### src/rtl/core/iefp_pkg.sv
// shared types and constants of the euler frame parser
// no dependencies
package iefp_pkg;

	localparam logic [7:0] HDR_FIRST  = 8'h7E;
	localparam logic [7:0] HDR_SECOND = 8'h23;
	localparam logic [7:0] CODE_EULER = 8'h26;
	localparam logic [7:0] MIN_LEN    = 8'd7;
	localparam logic [7:0] EULER_LEN  = 8'd17;

	// round(180/pi * 2^32), split for two narrow multipliers
	localparam logic [37:0] RAD2DEG_Q32 = 38'd246083499208;
	localparam int          K_LO_W      = 19;
	localparam logic [18:0] K_HI        = RAD2DEG_Q32[37:19];
	localparam logic [18:0] K_LO        = RAD2DEG_Q32[18:0];

	localparam logic [31:0] Q16_POS_MAX = 32'h7FFF_FFFF;
	localparam logic [31:0] Q16_NEG_MAX = 32'h8000_0000;

	typedef struct packed {
		logic [31:0] yaw;
		logic [31:0] pitch;
		logic [31:0] roll;
	} frame_t;

	typedef struct packed {
		logic s1;
		logic s2;
		logic s3;
		logic s4;
	} stage_en_t;

endpackage

### src/rtl/core/imu_euler_frame_parser_unit.sv
// Euler frame parser: takes one received byte per cycle on the s_ side (tlast marks the end of
// a receive burst) and emits roll, pitch and yaw in signed Q16.16 degrees on the m_ side, with
// the saturation flag in tuser. The byte parser keeps pace with the stream at one byte per
// cycle; once its checksum byte is taken, a result passes through a four-stage conversion
// pipeline whose last stage is the output register. Input is held off only while all four
// conversion stages hold results and the output is stalled. No clearing pass after reset:
// the block is ready in the first cycle.
// depends on iefp_pkg, iefp_parser and iefp_conv_lane
module imu_euler_frame_parser_unit import iefp_pkg::*; #(
	parameter int unsigned MAX_FRAME_LEN = 64
) (
	input  logic        clk,
	input  logic        arst_n,
	input  logic        s_tvalid,
	output logic        s_tready,
	input  logic [7:0]  s_tdata,   // [7:0] rx_byte
	input  logic        s_tlast,
	output logic        m_tvalid,
	input  logic        m_tready,
	output logic [95:0] m_tdata,   // [31:0] roll_deg, [63:32] pitch_deg, [95:64] yaw_deg
	output logic [0:0]  m_tuser    // [0] saturated
);

	logic      accept;
	logic      frame_ok;
	frame_t    frame;
	stage_en_t en;
	logic      v_s1, v_s2, v_s3, v_s4;
	logic      rdy1, rdy2, rdy3, rdy4;
	logic      sat_roll, sat_pitch, sat_yaw;

	assign rdy4     = !v_s4 || m_tready;
	assign rdy3     = !v_s3 || rdy4;
	assign rdy2     = !v_s2 || rdy3;
	assign rdy1     = !v_s1 || rdy2;
	assign s_tready = rdy1;
	assign accept   = s_tvalid && rdy1;

	iefp_parser #(
		.MAX_FRAME_LEN(MAX_FRAME_LEN)
	) u_parser (
		.clk      (clk),
		.arst_n   (arst_n),
		.accept   (accept),
		.rx_byte  (s_tdata),
		.burst_end(s_tlast),
		.frame_ok (frame_ok),
		.frame    (frame)
	);

	assign en.s1 = rdy1 && frame_ok;
	assign en.s2 = rdy2 && v_s1;
	assign en.s3 = rdy3 && v_s2;
	assign en.s4 = rdy4 && v_s3;

	always_ff @(posedge clk or negedge arst_n) begin
		if (!arst_n) begin
			v_s1 <= 1'b0;
			v_s2 <= 1'b0;
			v_s3 <= 1'b0;
			v_s4 <= 1'b0;
		end else begin
			if (rdy1)
				v_s1 <= frame_ok;
			if (rdy2)
				v_s2 <= v_s1;
			if (rdy3)
				v_s3 <= v_s2;
			if (rdy4)
				v_s4 <= v_s3;
		end
	end

	iefp_conv_lane u_roll (
		.clk (clk),
		.en  (en),
		.word(frame.roll),
		.q16 (m_tdata[31:0]),
		.sat (sat_roll)
	);

	iefp_conv_lane u_pitch (
		.clk (clk),
		.en  (en),
		.word(frame.pitch),
		.q16 (m_tdata[63:32]),
		.sat (sat_pitch)
	);

	iefp_conv_lane u_yaw (
		.clk (clk),
		.en  (en),
		.word(frame.yaw),
		.q16 (m_tdata[95:64]),
		.sat (sat_yaw)
	);

	assign m_tvalid   = v_s4;
	assign m_tuser[0] = sat_roll || sat_pitch || sat_yaw;

endmodule

### src/rtl/core/iefp_parser.sv
// byte-level frame parser: header hunt, length check, running checksum, payload capture
// depends on iefp_pkg
module iefp_parser import iefp_pkg::*; #(
	parameter int unsigned MAX_FRAME_LEN = 64
) (
	input  logic       clk,
	input  logic       arst_n,
	input  logic       accept,
	input  logic [7:0] rx_byte,
	input  logic       burst_end,
	output logic       frame_ok,
	output frame_t     frame
);

	typedef enum logic [3:0] {
		PH_HUNT1 = 4'b0001,
		PH_HUNT2 = 4'b0010,
		PH_LEN   = 4'b0100,
		PH_BODY  = 4'b1000
	} phase_t;

	phase_t     phase_q, phase_d;
	logic [7:0] len_q, len_d;
	logic [7:0] pos_q, pos_d;
	logic [7:0] sum_q, sum_d;
	logic [7:0] code_q, code_d;
	logic [7:0] payload_q [12];
	logic       pay_we;
	logic [3:0] pay_idx;
	logic       last_byte;

	assign last_byte = ({1'b0, pos_q} + 9'd1) >= {1'b0, len_q};
	assign pay_idx   = 4'(pos_q - 8'd4);

	always_comb begin
		phase_d = phase_q;
		len_d   = len_q;
		pos_d   = pos_q;
		sum_d   = sum_q;
		code_d  = code_q;
		pay_we  = 1'b0;
		unique case (phase_q)
			PH_HUNT1: begin
				if (rx_byte == HDR_FIRST) begin
					sum_d   = rx_byte;
					phase_d = PH_HUNT2;
				end
			end
			PH_HUNT2: begin
				if (rx_byte == HDR_SECOND) begin
					sum_d   = sum_q + rx_byte;
					phase_d = PH_LEN;
				end else if (rx_byte == HDR_FIRST) begin
					sum_d = rx_byte;
				end else begin
					phase_d = PH_HUNT1;
				end
			end
			PH_LEN: begin
				if (rx_byte < MIN_LEN || rx_byte > 8'(MAX_FRAME_LEN)) begin
					phase_d = PH_HUNT1;
				end else begin
					len_d   = rx_byte;
					sum_d   = sum_q + rx_byte;
					pos_d   = 8'd3;
					phase_d = PH_BODY;
				end
			end
			PH_BODY: begin
				if (last_byte) begin
					phase_d = PH_HUNT1;
				end else begin
					sum_d = sum_q + rx_byte;
					if (pos_q == 8'd3)
						code_d = rx_byte;
					pay_we = (pos_q >= 8'd4) && (pos_q <= 8'd15);
					pos_d  = pos_q + 8'd1;
				end
			end
			default: begin
				phase_d = PH_HUNT1;
			end
		endcase
		if (burst_end)
			phase_d = PH_HUNT1;
	end

	always_ff @(posedge clk or negedge arst_n) begin
		if (!arst_n) begin
			phase_q <= PH_HUNT1;
			len_q   <= '0;
			pos_q   <= '0;
			sum_q   <= '0;
			code_q  <= '0;
		end else if (accept) begin
			phase_q <= phase_d;
			len_q   <= len_d;
			pos_q   <= pos_d;
			sum_q   <= sum_d;
			code_q  <= code_d;
		end
	end

	always_ff @(posedge clk) begin
		if (accept && pay_we)
			payload_q[pay_idx] <= rx_byte;
	end

	assign frame_ok = accept && (phase_q == PH_BODY) && last_byte && (rx_byte == sum_q)
		&& (code_q == CODE_EULER) && (len_q >= EULER_LEN);

	assign frame.roll  = {payload_q[3], payload_q[2], payload_q[1], payload_q[0]};
	assign frame.pitch = {payload_q[7], payload_q[6], payload_q[5], payload_q[4]};
	assign frame.yaw   = {payload_q[11], payload_q[10], payload_q[9], payload_q[8]};

endmodule

### src/rtl/core/iefp_conv_lane.sv
// one conversion lane: ieee single radians to saturating signed q16.16 degrees, four stages
// depends on iefp_pkg
module iefp_conv_lane import iefp_pkg::*; (
	input  logic        clk,
	input  stage_en_t   en,
	input  logic [31:0] word,
	output logic [31:0] q16,
	output logic        sat
);

	typedef enum logic [1:0] {
		KIND_NORM,
		KIND_ZERO,
		KIND_SAT,
		KIND_NAN
	} kind_t;

	logic [7:0]  ex, ex_eff;
	logic [23:0] mant;
	kind_t       kind;
	logic [5:0]  shm1;

	kind_t       kind_s1, kind_s2, kind_s3;
	logic        sign_s1, sign_s2, sign_s3;
	logic [5:0]  shm1_s1, shm1_s2;
	logic [42:0] pp_hi_s1, pp_lo_s1;
	logic [61:0] prod_s2;
	logic [61:0] mag_s3;
	logic [61:0] shifted;

	logic [31:0] q16_d;
	logic        sat_d;

	assign ex     = word[30:23];
	assign ex_eff = (ex == 8'd0) ? 8'd1 : ex;
	assign mant   = (ex == 8'd0) ? {1'b0, word[22:0]} : {1'b1, word[22:0]};
	assign shm1   = 6'(8'd165 - ex_eff);

	always_comb begin
		priority if (ex == 8'hFF) begin
			kind = (word[22:0] != 23'd0) ? KIND_NAN : KIND_SAT;
		end else if (mant == 24'd0) begin
			kind = KIND_ZERO;
		end else if (ex_eff >= 8'd166) begin
			kind = KIND_SAT;
		end else if (ex_eff < 8'd104) begin
			kind = KIND_ZERO;
		end else begin
			kind = KIND_NORM;
		end
	end

	always_ff @(posedge clk) begin
		if (en.s1) begin
			kind_s1  <= kind;
			sign_s1  <= word[31];
			shm1_s1  <= shm1;
			pp_hi_s1 <= {19'd0, mant} * {24'd0, K_HI};
			pp_lo_s1 <= {19'd0, mant} * {24'd0, K_LO};
		end
	end

	always_ff @(posedge clk) begin
		if (en.s2) begin
			kind_s2 <= kind_s1;
			sign_s2 <= sign_s1;
			shm1_s2 <= shm1_s1;
			prod_s2 <= ({19'd0, pp_hi_s1} << K_LO_W) + {19'd0, pp_lo_s1};
		end
	end

	assign shifted = prod_s2 >> shm1_s2;

	always_ff @(posedge clk) begin
		if (en.s3) begin
			kind_s3 <= kind_s2;
			sign_s3 <= sign_s2;
			mag_s3  <= 62'(({1'b0, shifted} + 63'd1) >> 1);
		end
	end

	always_comb begin
		q16_d = '0;
		sat_d = 1'b0;
		unique case (kind_s3)
			KIND_NAN: begin
				sat_d = 1'b1;
			end
			KIND_ZERO: begin
				q16_d = '0;
			end
			KIND_SAT: begin
				q16_d = sign_s3 ? Q16_NEG_MAX : Q16_POS_MAX;
				sat_d = 1'b1;
			end
			KIND_NORM: begin
				if (sign_s3) begin
					if (mag_s3 > {30'd0, Q16_NEG_MAX}) begin
						q16_d = Q16_NEG_MAX;
						sat_d = 1'b1;
					end else begin
						q16_d = 32'd0 - mag_s3[31:0];
					end
				end else begin
					if (mag_s3 > {30'd0, Q16_POS_MAX}) begin
						q16_d = Q16_POS_MAX;
						sat_d = 1'b1;
					end else begin
						q16_d = mag_s3[31:0];
					end
				end
			end
			default: begin
				q16_d = '0;
			end
		endcase
	end

	always_ff @(posedge clk) begin
		if (en.s4) begin
			q16 <= q16_d;
			sat <= sat_d;
		end
	end

endmodule

### config.mk
export PLATFORM = sky130hd
export DESIGN_NAME = imu_euler_frame_parser_unit
export DESIGN_NICKNAME = d
export VERILOG_FILES = /design/src/rtl/core/iefp_pkg.sv /design/src/rtl/core/imu_euler_frame_parser_unit.sv /design/src/rtl/core/iefp_parser.sv /design/src/rtl/core/iefp_conv_lane.sv
export SDC_FILE = /design/constraint.sdc
export NUM_CORES = 2
export LEC_CHECK = 0
export ABC_CLOCK_PERIOD_IN_PS = 35900
export BUFFER_PORTS_ARGS = -buffer_cell sky130_fd_sc_hd__buf_4
export CAP_MARGIN = 20
export CELL_PAD_IN_SITES_DETAIL_PLACEMENT = 1
export CELL_PAD_IN_SITES_GLOBAL_PLACEMENT = 1
export CORE_MARGIN = 10
export CORE_UTILIZATION = 57
export DETAILED_ROUTE_END_ITERATION = 8
export GPL_ROUTABILITY_DRIVEN = 0
export HOLD_SLACK_MARGIN = 0.15
export PLACE_DENSITY_LB_ADDON = 0.1
export SKIP_CTS_REPAIR_TIMING = 1
export SYNTH_ARGS = -nofsm -noshare
export SYNTH_HDL_FRONTEND = slang
export SYNTH_SLANG_ARGS = --single-unit
### constraint.sdc
create_clock -name clk -period 35.9 [get_ports clk]
set_input_delay 10.77 -clock clk [delete_from_list [all_inputs] [get_ports clk]]
set_output_delay 10.77 -clock clk [all_outputs]
set_load 0.1 [all_outputs]
==> qor.yml <==
status:
  status: "complete, no violations"
finish:
  utilization: 0.613
  syn_to_final_growth_pct: 6.51
  drive_above_1_share: 0.0945
  fillers: 17500
  nets: 10700
timing:
  rsz0062_at_grt: "no"
  fin_ws_ps: 12960
  min_period_ps: 22940
  finClkSkew_ps: 60.4
  worstMarginPinSlew_ps: 1240
  tns_ps: 0
  clock.fmax_mhz: 43.6
  slew_headroom: 0.169
  finalHoldViolCount: 0
  slew_viol_final: 0
  period_share: 0.639
  setup_viol: 0
drt:
  wl_per_cell_um: 27.2
  vias: 72700
  dr.pass1.iters: 8
  routed_wl_um: 304000
  drc_errors: 0
  viasPerCell: 6.50
  drt_iter0_drc: 7697
  ant_nets: 0
place:
  hpwlAfterDp_um: 240000
  place_ws_ps: 13030
  port_buffers: 111
setup_path:
  crit_cells: 4
  criticalPathCategory: "in2out"
  r2r-start: "u_parser.payload_q[3][0]"
  worstSetupStartpointType: "input port"
  cp-startpoint: "m_tready"
  worstPathBufferInverterCount: 2
  worstReg2RegEnd: "u_roll.pp_hi_s1[39]"
  cp_slowest_cell: "nand4_1"
  critical_path_arrival_ps: 12170
  critPathTopFamily: "simple AND/OR/NAND/NOR gates"
  endpoint: "s_tready"
  slowest_delay_ps: 450
  r2r_slack_ps: 27840
  crit_path_end_kind: "output pin"
  ff2ff_path_depth: 24
  crit_top_cell: "buf_4"
  required_ps: 25130
  worstPathCellList: "buf_4 -> nor2b_1 -> nand4_1 -> buf_4"
  worstPathMaxFanout: 5
cts:
  clk_path_buf_depth: 3
  clk_pin_slew_ps: 70
  cts_tree: "built"
  clock-sinks: 892
  htree_levels: 3
  cts-root-buf: "clkbuf_16"
  clk-insertion-delay-late_ps: 770
  numCtsBuffers: 100
floorplanning:
  io_pins: 112
  fp.coreArea_um2: 166000
  dieArea_um2: 184000
  rows: 149
  start_util: 0.575
  die_w_um: 429
  fp.dieH_um: 429
logic_synthesis:
  ys.flop_type: "edfxtp_1"
  synth_commonest_cells: "inv_1 (1329), ha_1 (961), edfxtp_1 (852)"
  synth_area_um2: 95200
  synth_top_area_frac: 0.269
  ys_types: 112
  async_reset_ff_frac: 0.0448
  yosys-top-cells-area: "edfxtp_1 (27%), fa_1 (17%), ha_1 (13%), mux4_2 (6.1%), inv_1 (5.2%)"
  avgSynthCellArea_um2: 10.7
  netlist_instances: 8898
  synth-seq-cells: 892
  synth_top_area_cell: "edfxtp_1"
  synth_most_common_cell: "inv_1"
  yosysWarnings: 0
  synth_edf_count: 852
  yosysSeqAreaShare: 0.279
power:
  power_frac_comb: 0.011
  p_clk_frac: 0.476
  swShare: 0.216
  ir_drop_mv: 0.0362
  internal_power_mw: 1.73
  leakage_nw: 43.3
  p_switching_mw: 0.475
  p_per_area_nw_per_um2: 21.7
  finalPower_mw: 2.20
  power_frac_seq: 0.514
grt:
  grt_pass1_wl_um: 468000
  grt-ovfl-total: 0
  grt_pass1_vias: 77500
  grt_usage: 0.323
  antenna_found_initial: 8
  grt_max_degree: 91
flow_run:
  maxCapViolations: 0
min_path:
  worstHoldPathType: "reg2reg"
  hold_depth: 0
-- metal layers --
metal / share of wire / up-vias / routed length [um] / GRT usage
met5: 0.000079 / - / 24 / 0
met4: 0.041 / 4 / 12400 / 0.117
li1: - / 31600 / - / -
met1: 0.41 / 37000 / 124000 / 0.437
met3: 0.079 / 752 / 24100 / 0.0522
met2: 0.47 / 3337 / 143000 / 0.525
-- power groups by stage --
stage / Clock (mW) / Sequential [mW] / Combinational (mW)
floorplan: 0 / 1.15 / 0.0163
global placement: 0 / 1.15 / 0.0218
detailed placement: 0 / 1.15 / 0.0232
CTS: 1.06 / 1.13 / 0.0235
global route: 1.10 / 1.13 / 0.0260
finish: 1.05 / 1.13 / 0.0235
-- cells by family after synthesis --
| kind of cell | count (synthesis) | share of synthesized area |
|---|---|---|
| AOI/OAI and AO/OA | 1473 | 0.105 |
| buffers and inverters | 1635 | 0.0686 |
| xor gates and xnor gates | 545 | 0.0501 |
| muxes | 612 | 0.0996 |
| and+or+nand+nor | 1992 | 0.106 |
| adders and majority gates | 1748 | 0.292 |
| DFF | 892 | 0.279 |
| other | 1 | 0.0000394 |
-- stage by stage --
stage / hold WS, ps / std cells / area, um2
3_5_place_dp: 406 / 11000 / 98000
5_1_grt: 429 / 11200 / 101000
3_3_place_gp: 403 / 11000 / 98000
2_1_floorplan: 400 / 8900 / 95200
4_1_cts: 418 / 11200 / 101000
6_report: 417 / 11200 / 101000
-- cell usage in the layout (no fill, tap or decap), types with 171 or more instances in the layout --
cell type,n
nor3_1,177
nand3_1,171
nand2_1,501
xnor2_1,336
edfxtp_1,852
buf_4,195
mux4_2,256
fa_1,787
o21ai_0,253
a21oi_1,330
mux2i_1,232
xor2_1,209
ha_1,961
nor2_1,444
inv_1,1329
-- registers in the layout, indices dropped and copies added, names as in the netlist, 43 cells and up --
register            cells
u_pitch.pp_hi_s1       43
u_yaw.prod_s2          59
u_roll.mag_s3          62
u_pitch.mag_s3         62
u_roll.prod_s2         59
u_parser.payload_q     96
u_yaw.pp_hi_s1         43
u_pitch.prod_s2        59
u_roll.pp_hi_s1        43
u_yaw.mag_s3           62
-- layout make-up --
| type | count | area [um2] | share of cell area |
|---|---|---|---|
| Antenna cell | 1 | 2.50 | 0.0000247 |
| Clock buffer | 115 | 2580 | 0.0254 |
| Clock inverter | 67 | 743 | 0.00733 |
| Inverter | 1340 | 5030 | 0.0496 |
| Multi-Input combinational cell | 6373 | 62100 | 0.613 |
| Sequential cell | 892 | 26600 | 0.262 |
| Tap cell | 2189 | 2740 | 0.0270 |
| Timing Repair Buffer | 201 | 1590 | 0.0156 |
-- worst min path at each step --
stage | from | endpoint | slack (ps)
CTS | u_pitch.shm1_s1[5] | u_pitch.shm1_s2[5] | 420
finish | u_pitch.shm1_s1[5] | u_pitch.shm1_s2[5] | 420
global placement | u_pitch.pp_lo_s1[6] | u_pitch.prod_s2[6] | 400
global route | u_pitch.pp_lo_s1[7] | u_pitch.prod_s2[7] | 430
detailed placement | u_roll.kind_s1[0] | u_roll.kind_s2[0] | 410
floorplan | u_pitch.kind_s1[0] | u_pitch.kind_s2[0] | 400
Note: power is estimated with default switching activity, not from simulation.
